**src/sv/bcld_pkg.sv**
```systemverilog
// Shared types and constants for the button click and long-press detector.
// Used by the report channel interface, the top level and the checker.
`timescale 1ns / 1ps

package bcld_pkg;

  localparam int APB_ADDR_W = 5;
  localparam int APB_DATA_W = 32;
  localparam int CFG_TIME_W = 16;
  localparam int EVENT_W    = 3;
  localparam int ENABLE_W   = 5;
  localparam int COUNT_W    = 3;

  typedef enum logic [1:0] {
    PH_INACTIVE = 2'd0,
    PH_PRESSED  = 2'd1,
    PH_SHORT    = 2'd2,
    PH_LONG     = 2'd3
  } phase_t;

  localparam logic [EVENT_W-1:0] EV_NONE     = 3'd0;
  localparam logic [EVENT_W-1:0] EV_SINGLE   = 3'd1;
  localparam logic [EVENT_W-1:0] EV_DOUBLE   = 3'd2;
  localparam logic [EVENT_W-1:0] EV_TRIPLE   = 3'd3;
  localparam logic [EVENT_W-1:0] EV_HOLD     = 3'd4;
  localparam logic [EVENT_W-1:0] EV_LONG_END = 3'd5;

  // Bit positions within event_enable.
  localparam int EN_SINGLE   = 0;
  localparam int EN_DOUBLE   = 1;
  localparam int EN_TRIPLE   = 2;
  localparam int EN_HOLD     = 3;
  localparam int EN_LONG_END = 4;

  // Register indexes (byte address is four times the index).
  localparam logic [2:0] REG_ACTIVE_LOW    = 3'd0;
  localparam logic [2:0] REG_LONG_PRESS    = 3'd1;
  localparam logic [2:0] REG_CLICK_GAP     = 3'd2;
  localparam logic [2:0] REG_HOLD_LOCKOUT  = 3'd3;
  localparam logic [2:0] REG_CLICK_LOCKOUT = 3'd4;
  localparam logic [2:0] REG_EVENT_ENABLE  = 3'd5;

  localparam logic                  RST_ACTIVE_LOW    = 1'b1;
  localparam logic [CFG_TIME_W-1:0] RST_LONG_PRESS    = 16'd3000;
  localparam logic [CFG_TIME_W-1:0] RST_CLICK_GAP     = 16'd250;
  localparam logic [CFG_TIME_W-1:0] RST_HOLD_LOCKOUT  = 16'd100;
  localparam logic [CFG_TIME_W-1:0] RST_CLICK_LOCKOUT = 16'd250;
  localparam logic [ENABLE_W-1:0]   RST_EVENT_ENABLE  = 5'd31;

  localparam logic [COUNT_W-1:0] COUNT_MAX = 3'd7;

  typedef struct packed {
    logic [EVENT_W-1:0] event_code;
    logic               button_pressed;
  } result_t;

endpackage

```
**src/sv/bcld_sample_if.sv**
```systemverilog
// Input channel of the button detector: one raw pin sample per request.
// Depends on nothing but the handshake convention valid/ready.
`timescale 1ns / 1ps

interface bcld_sample_if;
  logic valid;
  logic ready;
  logic button_level;

  modport source (output valid, output button_level, input ready);
  modport sink (input valid, input button_level, output ready);
endinterface

```
**src/sv/bcld_report_if.sv**
```systemverilog
// Output channel of the button detector: one event report per sample.
// Depends on bcld_pkg for the event code width.
`timescale 1ns / 1ps

interface bcld_report_if;
  logic                             valid;
  logic                             ready;
  logic [bcld_pkg::EVENT_W-1:0]     event_code;
  logic                             button_pressed;

  modport source (output valid, output event_code, output button_pressed, input ready);
  modport sink (input valid, input event_code, input button_pressed, output ready);
endinterface

```
**src/sv/button_click_long_press_detector.sv**
```systemverilog
// Button click and long-press detector.
// Each request on the sample channel is one time tick carrying the raw pin
// level. Every sample yields exactly one request on the report channel with
// the event code (none, single, double, triple click, long hold, long end)
// and the polarity-corrected pressed flag.
// Each report is registered in the report register, or in the skid register
// while one stalls. Throughput is one sample per cycle unless the skid is
// full; all per-tick logic is a single pass between the state registers and
// the report register. A two-entry output stage (report register plus skid
// register) lets one further sample be accepted while a report stalls; with
// both entries full, sample.ready drops until the receiver takes a report.
// The user must write configuration over the APB port only while no sample
// is in flight; the block does not enforce it. Registers sit at byte
// addresses 0, 4, 8, 12, 16 and 20. Synchronous reset clears the timing
// state and both output entries and restores the register defaults (active
// low, 3000, 250, 100, 250, all events enabled).
// Depends on bcld_pkg, bcld_sample_if and bcld_report_if.
`timescale 1ns / 1ps

module button_click_long_press_detector #(
  parameter int TIME_WIDTH = 16
) (
  input  logic                                clk,
  input  logic                                rst,
  bcld_sample_if.sink                         sample,
  bcld_report_if.source                       report,
  input  logic                                psel,
  input  logic                                penable,
  input  logic                                pwrite,
  input  logic [bcld_pkg::APB_ADDR_W-1:0]     paddr,
  input  logic [bcld_pkg::APB_DATA_W-1:0]     pwdata,
  output logic [bcld_pkg::APB_DATA_W-1:0]     prdata,
  output logic                                pready
);

  localparam int CMP_W = (TIME_WIDTH > bcld_pkg::CFG_TIME_W) ? TIME_WIDTH
                                                             : bcld_pkg::CFG_TIME_W;

  // Configuration registers.
  logic                                active_low;
  logic [bcld_pkg::CFG_TIME_W-1:0]     long_press_ticks;
  logic [bcld_pkg::CFG_TIME_W-1:0]     click_gap_ticks;
  logic [bcld_pkg::CFG_TIME_W-1:0]     hold_lockout_ticks;
  logic [bcld_pkg::CFG_TIME_W-1:0]     click_lockout_ticks;
  logic [bcld_pkg::ENABLE_W-1:0]       event_enable;

  logic                                cfg_write;
  logic [2:0]                          cfg_index;

  // Detector state.
  bcld_pkg::phase_t                    phase, phase_next;
  logic [TIME_WIDTH-1:0]               elapsed, elapsed_next, elapsed_inc;
  logic [bcld_pkg::COUNT_W-1:0]        click_count, click_count_next;
  logic                                long_flag, long_flag_next;
  logic [bcld_pkg::CFG_TIME_W-1:0]     lockout, lockout_next;

  logic                                in_fire;
  logic                                pressed;
  logic                                evaluate;
  logic                                long_over;
  logic                                gap_over;
  logic                                confirm_fire;
  logic                                count_reportable;
  logic                                click_enabled;
  logic                                confirm_click;
  logic [bcld_pkg::EVENT_W-1:0]        event_code;

  // Output stage.
  bcld_pkg::result_t                   res_new, out_res, skid_res;
  logic                                out_valid, skid_valid;

  // ---------------------------------------------------------------------
  // APB register file
  // ---------------------------------------------------------------------
  assign pready    = 1'b1;
  assign cfg_index = paddr[bcld_pkg::APB_ADDR_W-1:2];
  assign cfg_write = psel && penable && pwrite && pready;

  always_ff @(posedge clk) begin
    if (rst) begin
      active_low          <= bcld_pkg::RST_ACTIVE_LOW;
      long_press_ticks    <= bcld_pkg::RST_LONG_PRESS;
      click_gap_ticks     <= bcld_pkg::RST_CLICK_GAP;
      hold_lockout_ticks  <= bcld_pkg::RST_HOLD_LOCKOUT;
      click_lockout_ticks <= bcld_pkg::RST_CLICK_LOCKOUT;
      event_enable        <= bcld_pkg::RST_EVENT_ENABLE;
    end else if (cfg_write) begin
      unique case (cfg_index)
        bcld_pkg::REG_ACTIVE_LOW:    active_low <= pwdata[0];
        bcld_pkg::REG_LONG_PRESS:    long_press_ticks <= pwdata[bcld_pkg::CFG_TIME_W-1:0];
        bcld_pkg::REG_CLICK_GAP:     click_gap_ticks <= pwdata[bcld_pkg::CFG_TIME_W-1:0];
        bcld_pkg::REG_HOLD_LOCKOUT:  hold_lockout_ticks <= pwdata[bcld_pkg::CFG_TIME_W-1:0];
        bcld_pkg::REG_CLICK_LOCKOUT: click_lockout_ticks <= pwdata[bcld_pkg::CFG_TIME_W-1:0];
        bcld_pkg::REG_EVENT_ENABLE:  event_enable <= pwdata[bcld_pkg::ENABLE_W-1:0];
        default: ;
      endcase
    end
  end

  always_comb begin
    unique case (cfg_index)
      bcld_pkg::REG_ACTIVE_LOW:    prdata = bcld_pkg::APB_DATA_W'(active_low);
      bcld_pkg::REG_LONG_PRESS:    prdata = bcld_pkg::APB_DATA_W'(long_press_ticks);
      bcld_pkg::REG_CLICK_GAP:     prdata = bcld_pkg::APB_DATA_W'(click_gap_ticks);
      bcld_pkg::REG_HOLD_LOCKOUT:  prdata = bcld_pkg::APB_DATA_W'(hold_lockout_ticks);
      bcld_pkg::REG_CLICK_LOCKOUT: prdata = bcld_pkg::APB_DATA_W'(click_lockout_ticks);
      bcld_pkg::REG_EVENT_ENABLE:  prdata = bcld_pkg::APB_DATA_W'(event_enable);
      default:                     prdata = '0;
    endcase
  end

  // ---------------------------------------------------------------------
  // Per-tick evaluation
  // ---------------------------------------------------------------------
  assign sample.ready = !skid_valid;
  assign in_fire      = sample.valid && sample.ready;

  assign pressed     = sample.button_level ^ active_low;
  assign evaluate    = (lockout == '0);
  // The timer advances on every tick, lockout ticks included, and saturates.
  assign elapsed_inc = (&elapsed) ? elapsed : elapsed + 1'b1;
  assign long_over   = CMP_W'(elapsed_inc) > CMP_W'(long_press_ticks);
  assign gap_over    = CMP_W'(elapsed_inc) > CMP_W'(click_gap_ticks);

  assign confirm_fire = evaluate && !pressed && (phase == bcld_pkg::PH_SHORT) && gap_over;

  always_comb begin
    count_reportable = 1'b1;
    click_enabled    = 1'b0;
    case (click_count)
      3'd1:    click_enabled = event_enable[bcld_pkg::EN_SINGLE];
      3'd2:    click_enabled = event_enable[bcld_pkg::EN_DOUBLE];
      3'd3:    click_enabled = event_enable[bcld_pkg::EN_TRIPLE];
      default: count_reportable = 1'b0;
    endcase
  end

  assign confirm_click = confirm_fire && count_reportable;

  // Next-state logic.
  always_comb begin
    phase_next       = phase;
    elapsed_next     = elapsed_inc;
    click_count_next = click_count;
    long_flag_next   = long_flag;
    lockout_next     = evaluate ? lockout : lockout - 1'b1;

    if (evaluate) begin
      if (pressed) begin
        unique case (phase)
          bcld_pkg::PH_INACTIVE: begin
            elapsed_next     = '0;
            phase_next       = bcld_pkg::PH_PRESSED;
            click_count_next = '0;
          end
          bcld_pkg::PH_PRESSED: begin
            if (long_over) begin
              phase_next     = bcld_pkg::PH_LONG;
              long_flag_next = 1'b1;
            end
            // A short press still held pauses evaluation for a while.
            if (!long_over && !long_flag) begin
              lockout_next = hold_lockout_ticks;
            end
          end
          bcld_pkg::PH_SHORT: begin
            elapsed_next = '0;
            phase_next   = bcld_pkg::PH_PRESSED;
          end
          bcld_pkg::PH_LONG: ;
        endcase
      end else begin
        unique case (phase)
          bcld_pkg::PH_INACTIVE: ;
          bcld_pkg::PH_PRESSED: begin
            if (click_count != bcld_pkg::COUNT_MAX) begin
              click_count_next = click_count + 1'b1;
            end
            elapsed_next = '0;
            phase_next   = bcld_pkg::PH_SHORT;
          end
          bcld_pkg::PH_SHORT: begin
            if (gap_over) begin
              phase_next = bcld_pkg::PH_INACTIVE;
            end
          end
          bcld_pkg::PH_LONG: begin
            click_count_next = '0;
            long_flag_next   = 1'b0;
            phase_next       = bcld_pkg::PH_INACTIVE;
          end
        endcase
      end
    end

    if (confirm_click) begin
      click_count_next = '0;
      long_flag_next   = 1'b0;
      phase_next       = bcld_pkg::PH_INACTIVE;
      elapsed_next     = '0;
      lockout_next     = click_lockout_ticks;
    end
  end

  // Event selection; later conditions take priority.
  always_comb begin
    event_code = bcld_pkg::EV_NONE;
    if (evaluate && !pressed && (phase == bcld_pkg::PH_LONG) &&
        event_enable[bcld_pkg::EN_LONG_END]) begin
      event_code = bcld_pkg::EV_LONG_END;
    end
    if (((lockout_next == '0) || pressed) && (phase_next == bcld_pkg::PH_LONG) &&
        event_enable[bcld_pkg::EN_HOLD]) begin
      event_code = bcld_pkg::EV_HOLD;
    end
    // For one to three clicks the count itself is the event code.
    if (confirm_click && click_enabled) begin
      event_code = click_count;
    end
  end

  assign res_new.event_code     = event_code;
  assign res_new.button_pressed = pressed;

  always_ff @(posedge clk) begin
    if (rst) begin
      phase       <= bcld_pkg::PH_INACTIVE;
      elapsed     <= '0;
      click_count <= '0;
      long_flag   <= 1'b0;
      lockout     <= '0;
    end else if (in_fire) begin
      phase       <= phase_next;
      elapsed     <= elapsed_next;
      click_count <= click_count_next;
      long_flag   <= long_flag_next;
      lockout     <= lockout_next;
    end
  end

  // ---------------------------------------------------------------------
  // Output register with skid entry
  // ---------------------------------------------------------------------
  always_ff @(posedge clk) begin
    if (rst) begin
      out_valid  <= 1'b0;
      skid_valid <= 1'b0;
    end else if (!out_valid || report.ready) begin
      if (skid_valid) begin
        out_valid  <= 1'b1;
        skid_valid <= 1'b0;
      end else begin
        out_valid <= in_fire;
      end
    end else if (in_fire) begin
      skid_valid <= 1'b1;
    end
  end

  always_ff @(posedge clk) begin
    if (!out_valid || report.ready) begin
      out_res <= skid_valid ? skid_res : res_new;
    end else if (in_fire) begin
      skid_res <= res_new;
    end
  end

  assign report.valid          = out_valid;
  assign report.event_code     = out_res.event_code;
  assign report.button_pressed = out_res.button_pressed;

endmodule

```
**src/flat_wrapper.sv**
```systemverilog
// flat-port wrapper written by rule: the top's interface ports become plain ports
module button_click_long_press_detector_flat 
#(
  parameter int TIME_WIDTH = 16
)
  (clk, rst, psel, penable, pwrite, paddr, pwdata, prdata, pready, sample_valid, sample_button_level, sample_ready, report_valid, report_event_code, report_button_pressed, report_ready);
  bcld_sample_if sample_i ();
  bcld_report_if report_i ();
  input  logic clk;
  input  logic rst;
  input  logic psel;
  input  logic penable;
  input  logic pwrite;
  input  logic [bcld_pkg::APB_ADDR_W-1:0] paddr;
  input  logic [bcld_pkg::APB_DATA_W-1:0] pwdata;
  output logic [bcld_pkg::APB_DATA_W-1:0] prdata;
  output logic pready;
  input wire logic [$bits(sample_i.valid)-1:0] sample_valid;
  input wire logic [$bits(sample_i.button_level)-1:0] sample_button_level;
  output wire logic [$bits(sample_i.ready)-1:0] sample_ready;
  output wire logic [$bits(report_i.valid)-1:0] report_valid;
  output wire logic [$bits(report_i.event_code)-1:0] report_event_code;
  output wire logic [$bits(report_i.button_pressed)-1:0] report_button_pressed;
  input wire logic [$bits(report_i.ready)-1:0] report_ready;
  assign sample_i.valid = sample_valid;
  assign sample_i.button_level = sample_button_level;
  assign sample_ready = sample_i.ready;
  assign report_valid = report_i.valid;
  assign report_event_code = report_i.event_code;
  assign report_button_pressed = report_i.button_pressed;
  assign report_i.ready = report_ready;
  button_click_long_press_detector #(.TIME_WIDTH(TIME_WIDTH)) u_core (.clk(clk), .rst(rst), .sample(sample_i), .report(report_i), .psel(psel), .penable(penable), .pwrite(pwrite), .paddr(paddr), .pwdata(pwdata), .prdata(prdata), .pready(pready));
endmodule
```
**config.mk**
```make
export PLATFORM = sky130hd
export DESIGN_NAME = button_click_long_press_detector_flat
export DESIGN_NICKNAME = d
export VERILOG_FILES = /design/src/sv/bcld_pkg.sv /design/src/sv/bcld_sample_if.sv /design/src/sv/bcld_report_if.sv /design/src/sv/button_click_long_press_detector.sv /design/src/flat_wrapper.sv
export SDC_FILE = /design/constraint.sdc
export NUM_CORES = 1
export LEC_CHECK = 0
export ABC_AREA = 1
export CAP_MARGIN = 20
export CORE_ASPECT_RATIO = 1.5
export CORE_MARGIN = 4
export CORE_UTILIZATION = 34
export DETAILED_ROUTE_END_ITERATION = 12
export DONT_BUFFER_PORTS = 1
export PLACE_DENSITY = 0.52
export SYNTH_ARGS = -nofsm -noshare
export SYNTH_HDL_FRONTEND = slang
export SYNTH_SLANG_ARGS = --single-unit
```
**constraint.sdc**
```tcl
create_clock -name clk -period 3.7 [get_ports clk]
set_clock_uncertainty 0.05 [all_clocks]
set_input_delay 0.37 -clock clk [delete_from_list [all_inputs] [get_ports clk]]
set_output_delay 0.37 -clock clk [all_outputs]
set_load 0.05 [all_outputs]
```
==> results.md, run 1 <==
- Setup ws final: -0.4014 ns
- Ys Warns: 0
- Slowest-stage cell, CP: dfxtp_4
- # Max-Cap Violations: 0
- Unique cell type count in the Yosys netlist: 46
- Initial Util: 34.41%
- Overflow after GRT: 0
- Detailed Routing Iterations Pass 1: 8
- Die height: 186.5 um
- Worst Hold Class: primary input to flip-flop
- Routed vias: 7216
- Relative slew slack: 27.53%
- Min Tclk post-route: 4.101 ns
- Failing checks: negative setup slack
- GP Congestion: 0.8744
- Layout area overhead: 33.88%
- Slew @ Worst Pin: 1.080 ns
- Setup CP Type: flip-flop to flip-flop
- Synth Area in Adders: 6.931%
- I/O Buffers: 0
- Most used flip-flop cell after synthesis: dfxtp_1
- ANT cells: 0
- DRC Markers: 0
- Async set or reset register ratio after synthesis: 0%
- Mux contribution to synthesized area: 0.1386%
- Inserted Clock Buffers: 17
- VDD IR max: 0.0002949 V
- Avg Inst Size Synth: 6.864 sq um
- Final core utilization: 46.07%
- Top delay family on crit path: simple AND/OR/NAND/NOR gates
- Layout cells sized above 1: 25.68%
- Power per cell area: 374.6 nW/um^2
- Total GRT Usage: 20.05%
- H-tree levels: 4
- DIE WIDTH: 127.0 um
- Routed vias/inst: 4.997
- Root Driver: clkbuf_16
- CP dominant cell by count: nand2_1
- Final Hold Viols: 0
- CTS tree: built
- Worst path bufs/invs: 4
- CP max FO: 6
- Power Total: 3.621 mW
- Crit path arrival time: 4.24 ns
- Most common cell after layout, fill and taps aside: nand2_1
- Worst EP required: 3.84 ns
- Synthesized cell area: 7221 sq um
- RSZ-0062 raised after global routing: true
- Commonest cells after routing, fill and taps aside: 188 x nand2_1, 135 x inv_1, 109 x buf_4, 108 x dfxtp_1, 90 x nor2_1
- Worst r2r path cells: 33
- Clk buf depth: 2
- NumNets Final: 1248
- WHS Path Cells: 2
- Final Cycle Share: 110.8%
- Fmax: 243.8 MHz
- Lkg Pwr: 4.411 nW
- First-pass GRT wire length: 37440 um
- Hold_ws: 0.01906 ns
- Core area: 20980 sq um
- Xor/xnor cell area share of the yosys netlist: 1.819%
- Post-synthesis compound-gate area fraction: 18.51%
- Biggest cell delay along the critical path: 0.37 ns
- Num rows: 65
- Final HPWL DP: 17490 um
- Worst skew pair latency: 0.43 ns
- Cell depth of the worst setup path: 33
- Die area: 23680 sq um
- Cells after synthesis: 1052
- Final WL: 23890 um
- Number of synthesized flops with an enable pin: 8
- Setup crit end kind: flip-flop
- Ports: 84
- Routed Antenna Nets: 0
- Post-synthesis simple-gate area fraction: 27.38%
- Main combinational cell family by area after synthesis: simple AND/OR/NAND/NOR gates
- Initial detailed-routing violation count: 394
- Reg clk slew, reported paths: 0.06 ns
- Register area share after synthesis: 33.82%
- CTS sink cnt: 118
- Synth Register Bits: 118
- Routed length per instance: 16.55 um
- Critical path launch point type: flip-flop
- Pin count of the biggest net entering global routing: 76
- Final Max Slew Viols: 0
- Outcome: complete, but fails checks
- Final setup viols: 9
- Initial antenna violation count: 0
- Vias in the first global route: 7065
metrics by stage:
step | TNS, ns | cells | setup WS, ns | instance area, sq um
final | -1.992 | 1444 | -0.4014 | 9667
after global routing | -7.370 | 1444 | -0.6543 | 9667
after CTS | -4.119 | 1436 | -0.5563 | 9135
after detailed placement | -14.69 | 1370 | -0.8594 | 8039
after global placement | -14.43 | 1370 | -0.8483 | 8039
after floorplan | 0 | 1067 | 0.1257 | 7277
report_power, final:
| part | internal [mW] | switching [mW] |
|---|---|---|
| sequential | 1.32 | 0.0470 |
| combinational | 0.198 | 0.394 |
| clock | 1.01 | 0.651 |
sequential cells by signal, indices dropped and copies added, names as in the netlist, 2 cells and up:
register                    count
u_core.click_gap_ticks         16
u_core.click_lockout_ticks     16
u_core.elapsed                 16
u_core.hold_lockout_ticks      16
u_core.lockout                 16
u_core.long_press_ticks        16
u_core.event_enable             5
u_core.skid_res                 4
u_core.click_count              3
u_core.report.event_code        3
u_core.phase                    2
cells in the mapped netlist, drive strengths merged (4+ instances only):
cell / number / area share (%)
ha: 40 / 6.9
o21ai: 86 / 6.0
xor2: 13 / 1.6
clkbuf: 33 / 1.7
o211ai: 21 / 2.2
edfxtp: 8 / 3.3
nand3: 41 / 3.2
dfxtp: 110 / 30
inv: 145 / 7.5
o21a: 4 / 0.42
nor2: 114 / 6.8
o22ai: 13 / 1.1
nand4: 24 / 2.3
a221oi: 5 / 0.61
a21oi: 99 / 6.9
buf: 21 / 2.0
nor3: 22 / 1.8
nand2: 229 / 12
nor4: 5 / 0.52
logic make-up (layout without fill, tap and decap cells):
| family | after synthesis | count (layout) |
|---|---|---|
| and+or+nand+nor | 438 | 438 |
| AOI/OAI and AO/OA | 239 | 239 |
| buffers and inverters | 199 | 308 |
| DFF | 118 | 118 |
| adders and majority gates | 40 | 40 |
| xor gates and xnor gates | 15 | 15 |
| other | 2 | 17 |
| muxes | 1 | 1 |
repair_timing:
action	CTS	global route
pin swaps	26	55
hold buffers	6	0
gates cloned	1	1
setup buffers	27	7
resized for setup	61	106
endpoints found under the hold margin	30	0
setup endpoints to repair	43	43
per-layer routing:
metal	part of all wire (%)	vias to the layer above	GRT usage (%)
li1	-	3669	-
met2	55	151	37.99
met3	4.1	58	4.496
met5	0	-	0
met4	3.7	0	8.464
met1	38	3338	20.76
final timing paths:
path / startpoint / end / slack [ns]
setup / recovery: u_core.elapsed[0] / u_core.skid_res[3] / -0.40
hold / removal: pwdata[6] / u_core.click_gap_ticks[6] / 0.02
setup reg to reg: u_core.elapsed[0] / u_core.skid_res[3] / -0.40
hold reg to reg: u_core.hold_lockout_ticks[9] / u_core.hold_lockout_ticks[9] / 0.43
final cells by class:
type / count / area (sq um)
Inverter: 145 / 554.3
Multi-Input combinational cell: 750 / 4627
Timing Repair Buffer: 131 / 1112
Tap cell: 268 / 335.3
Clock inverter: 14 / 151.4
Sequential cell: 118 / 2447
Fill cell: 2132 / 11320
Clock buffer: 18 / 439.2
Note: power is estimated with default switching activity, not from simulation.
==> run 2: changes to the inputs <==
Settings changed: CORE_MARGIN 4 to 2.
==> run 2 against run 1 <==
  * The run still ends with negative setup slack left
  * Non-clock buffer count fell by 2
  * Sequential power about the same
  * Total power rose by 4.3%
  * Routed wire length shrank 1.4%
  * Combinational power barely moved
  * First-iteration DRC count is 6.9% higher
  * Utilization about the same
  * Fmax up 1.5%
  * Worst setup slack improved by 0.060 ns
  * Sequential share of layout area about the same
  * Clock-buffer cell count is the same
  * Critical path type unchanged
==> results.md, run 2 (same netlist as run 1, synthesis figures left out) <==
- Fmax: 247.4 MHz
- DIE WIDTH: 123.0 um
- Die height: 182.5 um
- Wl on met1: 8808 um
- VDD IR max: 0.0002777 V
- First-pass GRT wire length: 36270 um
- Initial detailed-routing violation count: 421
- RSZ-0062 raised after global routing: true
- Total GRT Usage: 21.08%
- Final HPWL DP: 17190 um
- Die area: 22440 sq um
- ANT cells: 0
- Biggest cell delay along the critical path: 0.34 ns
- Slew @ Worst Pin: 1.086 ns
- Worst EP required: 3.84 ns
- Met2 Wirelength: 12810 um
- Min Tclk post-route: 4.042 ns
- Lkg Pwr: 4.407 nW
- Inserted Clock Buffers: 17
- Routed length per instance: 16.34 um
- Final core utilization: 46.06%
- Root Driver: clkbuf_16
- Vias in the first global route: 6980
- Setup CP Type: flip-flop to flip-flop
- FF+latch area: 2446 sq um
- NumNets Final: 1246
- Most common cell after layout, fill and taps aside: nand2_1
- I/O Buffers: 0
- Pin count of the biggest net entering global routing: 57
- Met3 routed WL: 928 um
- Routed Antenna Nets: 0
- Failing checks: negative setup slack
- Placed Area: 8107 sq um
- Setup ws final: -0.3418 ns
- Power Total: 3.775 mW
- Num rows: 65
- Layout cells sized above 1: 26.32%
- # Max-Cap Violations: 0
- Relative slew slack: 27.13%
- Crit path arrival time: 4.18 ns
- Routed vias/inst: 4.972
- DRC Markers: 0
- Core area: 20980 sq um
- Ports: 84
- Initial antenna violation count: 0
- H-tree levels: 4
- Worst skew pair latency: 0.43 ns
- Final Cell Area: 9664 sq um
- Power per cell area: 390.6 nW/um^2
- Multi-input gate area: 4621 sq um
- GP Congestion: 0.8598
- Max layer used: met4
- Clk buf depth: 2
- Routed vias: 7170
- CTS sink cnt: 118
- CP dominant cell by count: buf_4
- Reg clk slew, reported paths: 0.06 ns
- Initial Util: 34.41%
- Outcome: complete, but fails checks
- Final setup viols: 10
- CP max FO: 6
- Final Cycle Share: 109.2%
- Overflow after GRT: 0
- Slowest-stage cell, CP: dfxtp_2
- Detailed Routing Iterations Pass 1: 6
- Layout area overhead: 33.84%
- Worst Hold Class: primary input to flip-flop
- Setup crit end kind: flip-flop
- Critical path launch point type: flip-flop
- Final WL: 23560 um
- Filler instances: 2128
- Final Max Slew Viols: 0
- Commonest cells after routing, fill and taps aside: 190 x nand2_1, 135 x inv_1, 112 x buf_4, 107 x dfxtp_1, 94 x nor2_1
- Final Hold Viols: 0
- CTS tree: built
run 2: repair_timing:
| action | 4_1_cts | 5_1_grt |
|---|---|---|
| endpoints found under the setup margin | 43 | 43 |
| hold buffers | 1 | 0 |
| endpoints found under the hold margin | 22 | 0 |
| buffers inserted | 18 | 11 |
| gates resized for setup | 49 | 112 |
| gates cloned | 2 | 1 |
| pin swaps | 12 | 41 |
run 2: final timing paths:
check,depth (start not counted),slack (ns),endpoint,start
setup reg to reg,30,-0.34,u_core.skid_res[3],u_core.elapsed[1]
setup / recovery,30,-0.34,u_core.skid_res[3],u_core.elapsed[1]
hold reg to reg,2,0.44,u_core.hold_lockout_ticks[9],u_core.hold_lockout_ticks[9]
hold / removal,2,0.01,u_core.click_lockout_ticks[4],pwdata[4]
run 2: final cells by class:
type                       count  share of cell area [%]
clock buffer                  18                   4.544
multi-input combinational    750                   47.81
tap                          268                   3.470
timing repair buffer         129                   11.10
inverter                     145                   5.709
sequential                   118                   25.31
clock inverter                14                   2.059
run 2: critical path, delay by kind of cell, from the launching register on:
kind | cells | cell delay, ns
compound gates | 2 | 0.25
fa+ha+maj | 1 | 0.25
xor+xnor | 1 | 0.24
buf+inv | 9 | 1.08
flops | 1 | 0.34
simple gates | 17 | 1.56
run 2: where the power goes:
| part | switching [mW] | internal, mW |
|---|---|---|
| logic | 0.391 | 0.205 |
| clock network | 0.663 | 1.15 |
| registers | 0.0470 | 1.32 |
| total | 1.10 | 2.67 |
run 2: stage by stage:
step           hold slack (ns)  instances  worst slack [ns]  setup TNS, ns
2_1_floorplan           0.3944       1067            0.1257              0
3_3_place_gp            0.4047       1379           -0.6038         -9.898
3_5_place_dp            0.4031       1379           -0.6386         -12.31
4_1_cts              0.0005598       1431           -0.3352         -1.479
5_1_grt                0.01343       1442           -0.6259         -5.263
6_report               0.01336       1442           -0.3418         -1.376
run 2: per-layer routing:
metal	up-vias	track usage [%]
met5	-	0
met4	0	9.000
met3	66	4.250
met2	152	40.33
met1	3296	21.56
li1	3656	-
